## src/sv/psrp_pkg.sv

```systemverilog
`timescale 1ns / 1ps
`default_nettype none
// ----------------------------------------------------------------------------
// psrp_pkg
// Shared constants and codes for the PC sample region profiler.
// ----------------------------------------------------------------------------
package psrp_pkg;
    localparam int MAX_REGIONS_DEF = 16;
    localparam int ADDR_BITS_DEF   = 32;
    localparam int RESULT_CAP      = 16;

    localparam logic [1:0] MODE_LOAD   = 2'd0;
    localparam logic [1:0] MODE_SAMPLE = 2'd1;
    localparam logic [1:0] MODE_CLEAR  = 2'd2;
    localparam logic [1:0] MODE_REPORT = 2'd3;

    localparam logic CFG_ENABLED     = 1'b0;
    localparam logic CFG_NUM_REGIONS = 1'b1;
endpackage
`default_nettype wire

```

## src/sv/psrp_ram.sv

```systemverilog
`timescale 1ns / 1ps
`default_nettype none
// ----------------------------------------------------------------------------
// psrp_ram
// Generic single-port RAM with a registered read.
// ----------------------------------------------------------------------------
module psrp_ram #(
    parameter int WIDTH = 32,
    parameter int DEPTH = 16
) (
    input  wire logic                     clk,
    input  wire logic                     we,
    input  wire logic [$clog2(DEPTH)-1:0] addr,
    input  wire logic [WIDTH-1:0]         wdata,
    output logic      [WIDTH-1:0]         rdata
);
    logic [WIDTH-1:0] mem [DEPTH];

    always_ff @(posedge clk)
    begin
        if (we)
        begin
            mem[addr] <= wdata;
        end
        rdata <= mem[addr];
    end
endmodule
`default_nettype wire

```

## src/sv/pc_sample_region_profiler.sv

```systemverilog
`timescale 1ns / 1ps
`default_nettype none
// ----------------------------------------------------------------------------
// pc_sample_region_profiler
// Region table with per-region hit counters and a ranked report.
// ----------------------------------------------------------------------------
// A load or a disabled sample completes as it is accepted. A sample walks the
// regions, reading then comparing each, and stops at the first that holds the
// address or, on a miss, after all in use. A clear walks the regions in use. A
// report on two or more regions sorts them and emits words held until taken.
// One item is processed at a time. Reset clears totals and the enable, resets
// the region count, then a pass zeroes bound and count memories, readies low.
// ----------------------------------------------------------------------------
module pc_sample_region_profiler #(
    parameter int MAX_REGIONS = psrp_pkg::MAX_REGIONS_DEF,
    parameter int ADDR_BITS   = psrp_pkg::ADDR_BITS_DEF
) (
    input  wire logic        clk,
    input  wire logic        rst_n,
    input  wire logic        cfg_valid,
    output logic             cfg_ready,
    input  wire logic        cfg_index,
    input  wire logic [4:0]  cfg_data,
    input  wire logic        in_valid,
    output logic             in_ready,
    input  wire logic [1:0]  mode,
    input  wire logic [3:0]  region_index,
    input  wire logic [31:0] range_start,
    input  wire logic [31:0] range_end,
    input  wire logic [31:0] pc,
    output logic             out_valid,
    input  wire logic        out_ready,
    output logic             entry_valid,
    output logic [3:0]       ranked_region,
    output logic [31:0]      ranked_count,
    output logic [31:0]      sample_total,
    output logic [31:0]      lost_total,
    output logic [31:0]      lost_address,
    output logic             last
);
    localparam int IW    = (MAX_REGIONS > 1) ? $clog2(MAX_REGIONS) : 1;
    localparam int CW    = $clog2(MAX_REGIONS + 1);
    localparam int SLOTS = 1 << IW;

    typedef enum logic [7:0] {
        S_WIPE = 8'b00000001,
        S_IDLE = 8'b00000010,
        S_WALK = 8'b00000100,
        S_CLR  = 8'b00001000,
        S_SEL  = 8'b00010000,
        S_CMP  = 8'b00100000,
        S_EMIT = 8'b01000000,
        S_OUT  = 8'b10000000
    } state_t;

    state_t        state_reg;
    logic          enabled_reg;
    logic [4:0]    num_reg;
    logic [31:0]   tick_reg, miss_reg, maddr_reg, pc_reg;
    logic [CW-1:0] i_reg, j_reg, n_reg;
    logic          phase_reg;

    // The rank order is small and lives in registers. During the sort cur_reg
    // holds the region currently at rank i and best_reg its count.
    logic [IW-1:0] rank_reg [SLOTS];
    logic [IW-1:0] cur_reg;
    logic [31:0]   best_reg;

    logic          out_valid_reg;
    logic          entry_valid_reg;
    logic [3:0]    ranked_region_reg;
    logic [31:0]   ranked_count_reg;
    logic          last_reg;

    // Bound memory holds {high, low} per region; count memory holds the hits.
    logic          bnd_we;
    logic [IW-1:0] bnd_addr;
    logic [63:0]   bnd_wdata, bnd_rdata;
    logic          cnt_we;
    logic [IW-1:0] cnt_addr;
    logic [31:0]   cnt_wdata, cnt_rdata;

    logic [CW-1:0] n_use;
    logic [31:0]   amask;
    logic          item_take;
    logic          load_ok;
    logic          in_range;

    psrp_ram #(.WIDTH(64), .DEPTH(SLOTS)) u_bounds (
        .clk(clk), .we(bnd_we), .addr(bnd_addr), .wdata(bnd_wdata), .rdata(bnd_rdata)
    );

    psrp_ram #(.WIDTH(32), .DEPTH(SLOTS)) u_counts (
        .clk(clk), .we(cnt_we), .addr(cnt_addr), .wdata(cnt_wdata), .rdata(cnt_rdata)
    );

    // Regions in use saturate at the table size.
    assign n_use = (32'(num_reg) > 32'(MAX_REGIONS)) ? CW'(MAX_REGIONS) : CW'(num_reg);

    assign amask = (ADDR_BITS >= 32) ? 32'hFFFF_FFFF
                                     : 32'((64'd1 << ADDR_BITS) - 64'd1);

    // A configuration write takes priority over an input word in the same
    // cycle, so the two never land together.
    assign cfg_ready = (state_reg == S_IDLE);
    assign in_ready  = (state_reg == S_IDLE) && !cfg_valid;
    assign item_take = in_valid && in_ready;
    assign load_ok   = (32'(region_index) < 32'(MAX_REGIONS));

    // Bounds of region i_reg arrive in the cycle after the address is presented.
    assign in_range = (pc_reg >= bnd_rdata[31:0]) && (pc_reg <= bnd_rdata[63:32]);

    always_comb
    begin
        bnd_we    = 1'b0;
        bnd_addr  = i_reg[IW-1:0];
        bnd_wdata = {range_end & amask, range_start & amask};
        cnt_we    = 1'b0;
        cnt_addr  = i_reg[IW-1:0];
        cnt_wdata = '0;
        case (state_reg)
            S_WIPE:
            begin
                bnd_we    = 1'b1;
                bnd_wdata = '0;
                cnt_we    = 1'b1;
            end
            S_IDLE:
            begin
                // A load writes its bounds at the accepting edge.
                bnd_addr = IW'(region_index);
                bnd_we   = item_take && (mode == psrp_pkg::MODE_LOAD) && load_ok;
            end
            S_WALK:
            begin
                // The count of region i is read alongside its bounds, so a
                // hit writes back the incremented count in the compare cycle.
                cnt_we    = phase_reg && in_range;
                cnt_wdata = cnt_rdata + 32'd1;
            end
            S_CLR:
            begin
                cnt_we = (i_reg != n_reg);
            end
            S_SEL:
            begin
                cnt_addr = rank_reg[i_reg[IW-1:0]];
            end
            S_CMP:
            begin
                cnt_addr = rank_reg[j_reg[IW-1:0]];
            end
            S_EMIT:
            begin
                cnt_addr = rank_reg[i_reg[IW-1:0]];
            end
            default:
            begin
            end
        endcase
    end

    always_ff @(posedge clk or negedge rst_n)
    begin
        if (!rst_n)
        begin
            state_reg         <= S_WIPE;
            enabled_reg       <= 1'b0;
            num_reg           <= 5'd16;
            tick_reg          <= '0;
            miss_reg          <= '0;
            maddr_reg         <= '0;
            pc_reg            <= '0;
            i_reg             <= '0;
            j_reg             <= '0;
            n_reg             <= '0;
            phase_reg         <= 1'b0;
            cur_reg           <= '0;
            best_reg          <= '0;
            out_valid_reg     <= 1'b0;
            entry_valid_reg   <= 1'b0;
            ranked_region_reg <= '0;
            ranked_count_reg  <= '0;
            last_reg          <= 1'b0;
            for (int k = 0; k < SLOTS; k++)
            begin
                rank_reg[k] <= '0;
            end
        end
        else
        begin
            case (state_reg)
                S_WIPE:
                begin
                    if (i_reg == CW'(MAX_REGIONS - 1))
                    begin
                        i_reg     <= '0;
                        state_reg <= S_IDLE;
                    end
                    else
                        i_reg <= i_reg + CW'(1);
                end
                S_IDLE:
                begin
                    if (cfg_valid && cfg_ready)
                    begin
                        if (cfg_index == psrp_pkg::CFG_ENABLED)
                            enabled_reg <= cfg_data[0];
                        else
                            num_reg <= cfg_data;
                    end
                    if (item_take)
                    begin
                        n_reg     <= n_use;
                        i_reg     <= '0;
                        phase_reg <= 1'b0;
                        case (mode)
                            psrp_pkg::MODE_LOAD:
                            begin
                                // The bound memory port takes the write.
                            end
                            psrp_pkg::MODE_SAMPLE:
                            begin
                                if (enabled_reg)
                                begin
                                    tick_reg  <= tick_reg + 32'd1;
                                    pc_reg    <= pc & amask;
                                    state_reg <= S_WALK;
                                end
                            end
                            psrp_pkg::MODE_CLEAR:
                            begin
                                state_reg <= S_CLR;
                            end
                            psrp_pkg::MODE_REPORT:
                            begin
                                for (int k = 0; k < SLOTS; k++)
                                begin
                                    rank_reg[k] <= IW'(k);
                                end
                                if (n_use == '0)
                                begin
                                    // No regions in use: one empty last word.
                                    entry_valid_reg   <= 1'b0;
                                    ranked_region_reg <= '0;
                                    ranked_count_reg  <= '0;
                                    last_reg          <= 1'b1;
                                    out_valid_reg     <= 1'b1;
                                    state_reg         <= S_OUT;
                                end
                                else if (n_use == CW'(1))
                                    state_reg <= S_EMIT;
                                else
                                    state_reg <= S_SEL;
                            end
                            default:
                            begin
                            end
                        endcase
                    end
                end
                S_WALK:
                begin
                    // Phase 0 presents region i to both memories, phase 1
                    // compares. The first region holding the address wins.
                    if (!phase_reg)
                    begin
                        if (i_reg == n_reg)
                        begin
                            miss_reg  <= miss_reg + 32'd1;
                            maddr_reg <= pc_reg;
                            state_reg <= S_IDLE;
                        end
                        else
                            phase_reg <= 1'b1;
                    end
                    else
                    begin
                        phase_reg <= 1'b0;
                        if (in_range)
                            state_reg <= S_IDLE;
                        else
                            i_reg <= i_reg + CW'(1);
                    end
                end
                S_CLR:
                begin
                    if (i_reg == n_reg)
                        state_reg <= S_IDLE;
                    else
                        i_reg <= i_reg + CW'(1);
                end
                S_SEL:
                begin
                    // Fetch the count of the region now at rank i.
                    if (!phase_reg)
                        phase_reg <= 1'b1;
                    else
                    begin
                        phase_reg <= 1'b0;
                        best_reg  <= cnt_rdata;
                        cur_reg   <= rank_reg[i_reg[IW-1:0]];
                        j_reg     <= i_reg + CW'(1);
                        state_reg <= S_CMP;
                    end
                end
                S_CMP:
                begin
                    // Exchange sort: rank j takes the region at rank i when
                    // its count is strictly larger, and the two trade places.
                    if (!phase_reg)
                    begin
                        if (j_reg == n_reg)
                        begin
                            rank_reg[i_reg[IW-1:0]] <= cur_reg;
                            if (i_reg + CW'(2) >= n_reg)
                            begin
                                i_reg     <= '0;
                                state_reg <= S_EMIT;
                            end
                            else
                            begin
                                i_reg     <= i_reg + CW'(1);
                                state_reg <= S_SEL;
                            end
                        end
                        else
                            phase_reg <= 1'b1;
                    end
                    else
                    begin
                        phase_reg <= 1'b0;
                        if (best_reg < cnt_rdata)
                        begin
                            rank_reg[j_reg[IW-1:0]] <= cur_reg;
                            cur_reg  <= rank_reg[j_reg[IW-1:0]];
                            best_reg <= cnt_rdata;
                        end
                        j_reg <= j_reg + CW'(1);
                    end
                end
                S_EMIT:
                begin
                    if (!phase_reg)
                        phase_reg <= 1'b1;
                    else
                    begin
                        phase_reg         <= 1'b0;
                        entry_valid_reg   <= 1'b1;
                        ranked_region_reg <= 4'(rank_reg[i_reg[IW-1:0]]);
                        ranked_count_reg  <= cnt_rdata;
                        last_reg          <= (i_reg + CW'(1) == n_reg) ||
                                             (32'(i_reg) + 32'd1 ==
                                              32'(psrp_pkg::RESULT_CAP));
                        out_valid_reg     <= 1'b1;
                        state_reg         <= S_OUT;
                    end
                end
                S_OUT:
                begin
                    if (out_ready)
                    begin
                        out_valid_reg <= 1'b0;
                        if (last_reg)
                            state_reg <= S_IDLE;
                        else
                        begin
                            i_reg     <= i_reg + CW'(1);
                            state_reg <= S_EMIT;
                        end
                    end
                end
                default:
                begin
                    state_reg <= S_IDLE;
                end
            endcase
        end
    end

    assign out_valid     = out_valid_reg;
    assign entry_valid   = entry_valid_reg;
    assign ranked_region = ranked_region_reg;
    assign ranked_count  = ranked_count_reg;
    assign last          = last_reg;
    assign sample_total  = tick_reg;
    assign lost_total    = miss_reg;
    assign lost_address  = maddr_reg;

    // A result word is only presented while waiting in the output state.
    assert property (@(posedge clk) disable iff (!rst_n) out_valid |-> state_reg == S_OUT)
        else $error("result word outside output state");
    // No new item is taken while a result is pending.
    assert property (@(posedge clk) disable iff (!rst_n) out_valid |-> !in_ready)
        else $error("input ready during report");
    // The walk index never passes the number of regions in use.
    assert property (@(posedge clk) disable iff (!rst_n)
        (state_reg == S_WALK || state_reg == S_CLR) |-> i_reg <= n_reg)
        else $error("walk index overrun");
    // A stalled result word holds its payload.
    assert property (@(posedge clk) disable iff (!rst_n)
        out_valid && !out_ready |=> out_valid &&
        $stable({entry_valid, ranked_region, ranked_count, sample_total,
                 lost_total, lost_address, last}))
        else $error("result word changed while stalled");
    // The state register always holds exactly one state.
    assert property (@(posedge clk) disable iff (!rst_n) $onehot(state_reg))
        else $error("state register not one-hot");
endmodule
`default_nettype wire
```

## config.mk

```make
export PLATFORM = sky130hd
export DESIGN_NAME = pc_sample_region_profiler
export DESIGN_NICKNAME = d
export VERILOG_FILES = /design/src/sv/psrp_pkg.sv /design/src/sv/psrp_ram.sv /design/src/sv/pc_sample_region_profiler.sv
export SDC_FILE = /design/constraint.sdc
export NUM_CORES = 2
export LEC_CHECK = 0
export BUFFER_PORTS_ARGS = -buffer_cell sky130_fd_sc_hd__buf_4
export CAP_MARGIN = 10
export CORE_MARGIN = 4
export CORE_UTILIZATION = 52
export CTS_CLUSTER_SIZE = 14
export DETAILED_ROUTE_END_ITERATION = 6
export MAX_ROUTING_LAYER = met4
export PLACE_DENSITY_LB_ADDON = 0.08
export SLEW_MARGIN = 10
export SYNTH_ARGS = -nofsm -noshare
export SYNTH_HDL_FRONTEND = slang
export SYNTH_SLANG_ARGS = --single-unit
```

## constraint.sdc

```tcl
create_clock -name clk -period 6 [get_ports clk]
set_input_delay 1.2 -clock clk [delete_from_list [all_inputs] [get_ports clk]]
set_output_delay 1.2 -clock clk [all_outputs]
set_load 0.02 [all_outputs]
```

After elaboration in Yosys (flattened, before gate mapping)
Memory sizes are Yosys's and may differ from the RTL's. A register that Yosys moved wholly into a read port is not among the register bits.
Cells that the tools add are included.

storage, ports and cells
  register bits after elaboration = 297
  bits in writable memories = 1536
  input port bits = 113
  word-level logic and storage cells = 221
  memories kept = 2

memories
  name          words  width  rd ports  clocked after memory_dff  write ports  line            RTL
  u_bounds.mem  16     64     1         1                         1            psrp_ram.sv:17  logic [WIDTH-1:0] mem [DEPTH];
  u_counts.mem  16     32     1         1                         1            psrp_ram.sv:17

cells by class
  add/subtract/negate cells = 7
  order comparisons = 9
  equality and inequality tests = 38
  multiplexer cells = 95
  bitwise gates (word level) = 4
  reduce and logical (&&, ||, !) cells = 32

operators with widths
  kind                   number
  $mux 64                6
  $mux 32                7
  $bwmux 64              2
  $pmux 32 s2            2
  $pmux 64 s2            1
  $add 32x1->32 const B  3
  $mux 8                 12
  $mux 5                 13
  $pmux 8 s8             1
  $mux 4                 13
  $bmux 4 s4             2
  $demux 4 s4            2
  $ge 32x32->1           1
  $le 32x32->1           1
  $lt 32x32->1           1
  $pmux 5 s6             1
  $ne 2x2->1 const B     12
  $pmux 4 s2             3
  $pmux 8 s3             1
  $mux 7                 3
  $mux 1                 19
  $eq 5x5->1             3
  $ne 3x3->1 const B     4
  $reduce_and 3->1       4
  45 further kinds       68

Logic depth before layout (Yosys ltp)
  depth after elaboration = 9
  depth in mapped cells = 14
  gate-level depth less buffers = 12

Hierarchy
A second synthesis with hierarchy kept.

second synthesis, totals
  cells, all modules = 4206
  area total of the unflattened synthesis = 77026.4 um^2

modules (own cells, without submodules)
  module                     instances  cells an instance  area an instance (um^2)
  psrp_ram at u_bounds       1          1648               39516.6
  psrp_ram at u_counts       1          840                19862.8
  pc_sample_region_profiler  1          1718               17646.9

Least setup slack after synthesis
OpenSTA, ideal clock, no wires.

  kind = reg2reg
  start point = register state_reg[4]
  end point = memory u_bounds.mem[0][0], enable pin
  setup time = 0.486 ns
  arrival time = 5.188 ns
  slack = 0.325 ns
  stages on the path, launching flop included = 11
  buffers on the path = 4
  cell sequence = dfrtp_1 buf_6 nor4_4 nand2_1 or3_1 buf_2 o31ai_1 clkbuf_1 buf_1 nand2_1 nor2_1

on the way
  word-level cells in the longest chain between the ends = 7
  elaborated cells on any way between the ends = 9
  classes of those cells = 2 x eq/ne; 4 x mux; 3 x reduce/logical

RTL lines
  what                          line                                                                RTL
  start, declared               pc_sample_region_profiler.sv:56                                     state_t state_reg;
  start signal, assigned        pc_sample_region_profiler.sv:167                                    state_reg <= S_WIPE;
  start signal, assigned        pc_sample_region_profiler.sv:198                                    state_reg <= S_IDLE;
  start signal, assigned        pc_sample_region_profiler.sv:228                                    state_reg <= S_WALK;
  $eq 8x2->1                    pc_sample_region_profiler.sv:106, pc_sample_region_profiler.sv:121
  $logic_and 1x1->1             pc_sample_region_profiler.sv:106                                    assign in_ready = (state_reg == S_IDLE) && !cfg_valid;
  $logic_and 1x1->1             pc_sample_region_profiler.sv:107                                    assign item_take = in_valid && in_ready;
  $logic_and 1x1->1             pc_sample_region_profiler.sv:132                                    bnd_we = item_take && (mode == psrp_pkg::MODE_LOAD) && load_ok;
  $pmux 1 s2                    pc_sample_region_profiler.sv:121                                    case (state_reg)
  $mux 1                        psrp_ram.sv:21                                                      if (we)
  $mux 1 (not written as such)  psrp_ram.sv:23                                                      mem[addr] <= wdata;
  end, declared                 psrp_ram.sv:17

Several ways; a longest one is shown, not always the timed one.

Worst setup path after layout
  start point = register pc_reg[27]
  end point = memory u_counts.mem[24][14] (netlist: u_counts.mem[12][14]), enable pin

on the way
  word-level cells in the longest chain between the ends = 6
  elaborated cells on any way between the ends = 7
  classes of those cells = 2 x order compare; 3 x mux; 2 x reduce/logical

RTL lines
  what                                          line                              RTL
  start, declared                               pc_sample_region_profiler.sv:59   logic [31:0] tick_reg, miss_reg, maddr_reg, pc_reg;
  start signal, assigned                        pc_sample_region_profiler.sv:227  pc_reg <= pc & amask;
  $ge 32x32->1 or $le 32x32->1 (tied branches)  pc_sample_region_profiler.sv:111  assign in_range = (pc_reg >= bnd_rdata[31:0]) && (pc_reg <= bnd_rdata[63:32]);
  $logic_and 1x1->1 *                           pc_sample_region_profiler.sv:111
  $logic_and 1x1->1 *                           pc_sample_region_profiler.sv:138  cnt_we = phase_reg && in_range;
  $pmux 1 s3 *                                  pc_sample_region_profiler.sv:121
  $mux 1 *                                      psrp_ram.sv:21
  $mux 1 (not written as such) *                psrp_ram.sv:23
  end, declared                                 psrp_ram.sv:17

Every way passes the cells marked *; elsewhere a longest branch is shown, timed or not.

==> impl_metrics.env <==
export IMPL_largest_register="u_bounds.mem"
export IMPL_die_w_um=390
export IMPL_post_route_period_util=0.804
export IMPL_vias=45876
export IMPL_path_cells="ha_1, and4_1, nand2_1, nor4_1, o21ai_0, o211ai_1, nor3_1, o22a_2, a31oi_2, nor3_2, buf_4"
export IMPL_report_final_slew_viol_count=0
export IMPL_ant_nets=0
export IMPL_final_cell_mix="1536 x edfxtp_1, 521 x a22oi_1, 464 x nand2_1"
export IMPL_grt_pass1_wl_um=305000
export IMPL_critPathArrivalTime_ps=5290
export IMPL_start_util=0.523
export IMPL_rsz0062_at_grt="no"
export IMPL_finalHoldViolCount=0
export IMPL_drt_wl_total_um=208000
export IMPL_h_tree_depth=4
export IMPL_synth_main_ff_cell="edfxtp_1"
export IMPL_cp_required_ps=6470
export IMPL_crit_path_end_kind="flip-flop"
export IMPL_place_gp_congestion=0.869
export IMPL_yosys_warnings=0
export IMPL_fp_coreArea_mm2=0.146
export IMPL_violations="design-rule violations"
export IMPL_multiInputGateArea_mm2=0.0191
export IMPL_biggestRegsByFlops="u_bounds.mem: 1024 flops, u_counts.mem: 512 flops"
export IMPL_cts_sinks=1929
export IMPL_nFillCells=10859
export IMPL_cts_max_path_buffers=3
export IMPL_synth_cells=5015
export IMPL_largest_register_ffs=1024
export IMPL_finalSetupTns_ps=0
export IMPL_timing_fmax_mhz=207
export IMPL_cts_hold_buffers=0
export IMPL_synth_avg_cell_area_um2=15.2
export IMPL_grt_max_degree=143
export IMPL_cp_start_kind="flip-flop"
export IMPL_max_stage_delay_ps=990
export IMPL_synthArstFlopShare=0.154
export IMPL_worst_setup_path_type="flip-flop to flip-flop"
export IMPL_cap_violations=0
export IMPL_critPathSlowestCell="a31oi_2"
export IMPL_yosysSeqAreaShare=0.729
export IMPL_wire_per_inst_um=28.2
export IMPL_ctsResizeCount=0
export IMPL_drc=4
export IMPL_antenna_found_initial=8
export IMPL_worstMarginPinSlew_ps=1260
export IMPL_numCtsBuffers=195
export IMPL_final_common_cell="edfxtp_1"
export IMPL_fin_nets=5517
export IMPL_cts_reportedPaths_clkPinSlew_ps=60
export IMPL_grt_use_total=0.278
export IMPL_cts_setup_buffers=0
export IMPL_cts_root_buffer="clkbuf_16"
export IMPL_clk_latency_ps=810
export IMPL_drt_initial_drc_count=4696
export IMPL_crit_family="compound AO/OA/AOI/OAI gates"
export IMPL_status="finished with violations"
export IMPL_rows=140
export IMPL_grt_pass1_vias=45189
export IMPL_cts_tree="built"
export IMPL_path_buf_inv=1
export IMPL_clock_skew_ps=29.4
export IMPL_numPortBuffers=249
export IMPL_synth_seq_cells=1929
export IMPL_drt_pass1_iterations=7
export IMPL_max_slew_margin=0.157
export IMPL_yosys_cell_types_count=79
export IMPL_detailed_place_hpwl_um=123000
export IMPL_cp_max_fo=32
export IMPL_p_per_area_mw_per_mm2=478
export IMPL_via_per_inst=6.22
export IMPL_io_pin_count=250
export IMPL_syn2layout_area_growth_pct=14.6
export IMPL_hold_ws_ps=206
export IMPL_hold_path_class="input port to async pin"
export IMPL_setup_viol=0
export IMPL_die_area_mm2=0.152
export IMPL_regArea_mm2=0.0555
export IMPL_netlist_area_mm2=0.0761
export IMPL_drive_gt1_frac=0.157
export IMPL_finalCriticalPeriod_ps=4830
export IMPL_synth_edf_count=1536
export IMPL_ir_worst_vdd_v=0.000564
export IMPL_syn_nets=5242
export IMPL_die_y_um=390
export IMPL_grt_overflow=0
export IMPL_leakage_nw=31.1
==> where the power goes <==
part | switching (mW) | internal (mW)
registers | 1.25 | 15.6
logic | 8.06 | 4.47
clock network | 5.14 | 7.11
total | 14.4 | 27.2
==> synthesized netlist by cell type (9+ instances only) <==
cell | instances | area (µm²)
buf_4 | 12 | 90.1
a22oi_1 | 521 | 3910
a32oi_1 | 146 | 1280
a22o_1 | 37 | 324
clkbuf_1 | 179 | 672
nor2_1 | 116 | 435
and4_1 | 45 | 394
a21o_1 | 24 | 180
mux2_2 | 73 | 822
a21oi_1 | 306 | 1530
and3_1 | 19 | 119
inv_1 | 149 | 559
buf_2 | 81 | 405
xor2_1 | 17 | 149
and2_1 | 73 | 457
nand3_1 | 50 | 250
nor4_1 | 10 | 62.6
mux2i_1 | 138 | 1380
edfxtp_1 | 1536 | 46100
mux4_2 | 33 | 743
or4_1 | 65 | 488
nor3_1 | 38 | 190
dfrtp_1 | 295 | 7380
nand4_1 | 37 | 231
buf_1 | 10 | 37.5
a32o_1 | 26 | 260
xnor2_1 | 89 | 780
dfxtp_1 | 96 | 1920
ha_1 | 114 | 1430
o22ai_1 | 9 | 56.3
nor2b_1 | 10 | 62.6
a2bb2oi_1 | 31 | 272
o21ai_0 | 48 | 240
nand2_1 | 465 | 1750
==> logic make-up (layout without fill, tap and decap cells) <==
group                      after synthesis  count (layout)  synth area share
xor gates and xnor gates               106             106            0.0122
AOI/OAI and AO/OA                     1213            1213             0.113
muxes                                  244             244            0.0387
adders and majority gates              114             114            0.0188
other                                    0               2                 0
and+or+nand+nor                        966             966            0.0627
buffers and inverters                  443             887            0.0253
DFF                                   1929            1929             0.729
==> worst paths after layout <==
check / startpoint / endpoint / slack, ps / cells after the start
min: rst_n / sample_total[31] / 210 / 1
max in group asynchronous: rst_n / lost_address[19] / 4620 / 2
min in group clk: sample_total[31] / sample_total[31] / 480 / 1
max reg2reg: pc_reg[27] / u_counts.mem[12][14] / 1170 / 11
max: pc_reg[27] / u_counts.mem[12][14] / 1170 / 11
min reg2reg: sample_total[31] / sample_total[31] / 480 / 1
==> cell type report <==
cell class                 instances  area share
inverter                         151     0.00650
antenna                            2   0.0000574
clock inverter                    93      0.0120
sequential                      1929       0.636
tap                             1917      0.0275
multi-input combinational       2643       0.219
clock buffer                     273      0.0629
timing repair buffer             370      0.0355
==> layer usage <==
layer  GRT usage  routed length (µm)
met1       0.391               89100
met2       0.432               99500
met3      0.0407               15000
met4      0.0681                4640
met5           -                   0
==> stage by stage <==
step	cells	power (mW)	worst slack [ps]	util	instance area, µm²
after CTS	7376	41.8	1230	0.599	87200
after floorplan	5015	24.7	325	-	76100
after global placement	7009	29.4	1290	0.554	80600
after detailed placement	7010	29.6	1180	0.554	80600
after global routing	7377	43.5	982	0.599	87200
final	7378	41.6	1170	0.599	87200
Note: power is estimated with default switching activity, not from simulation.
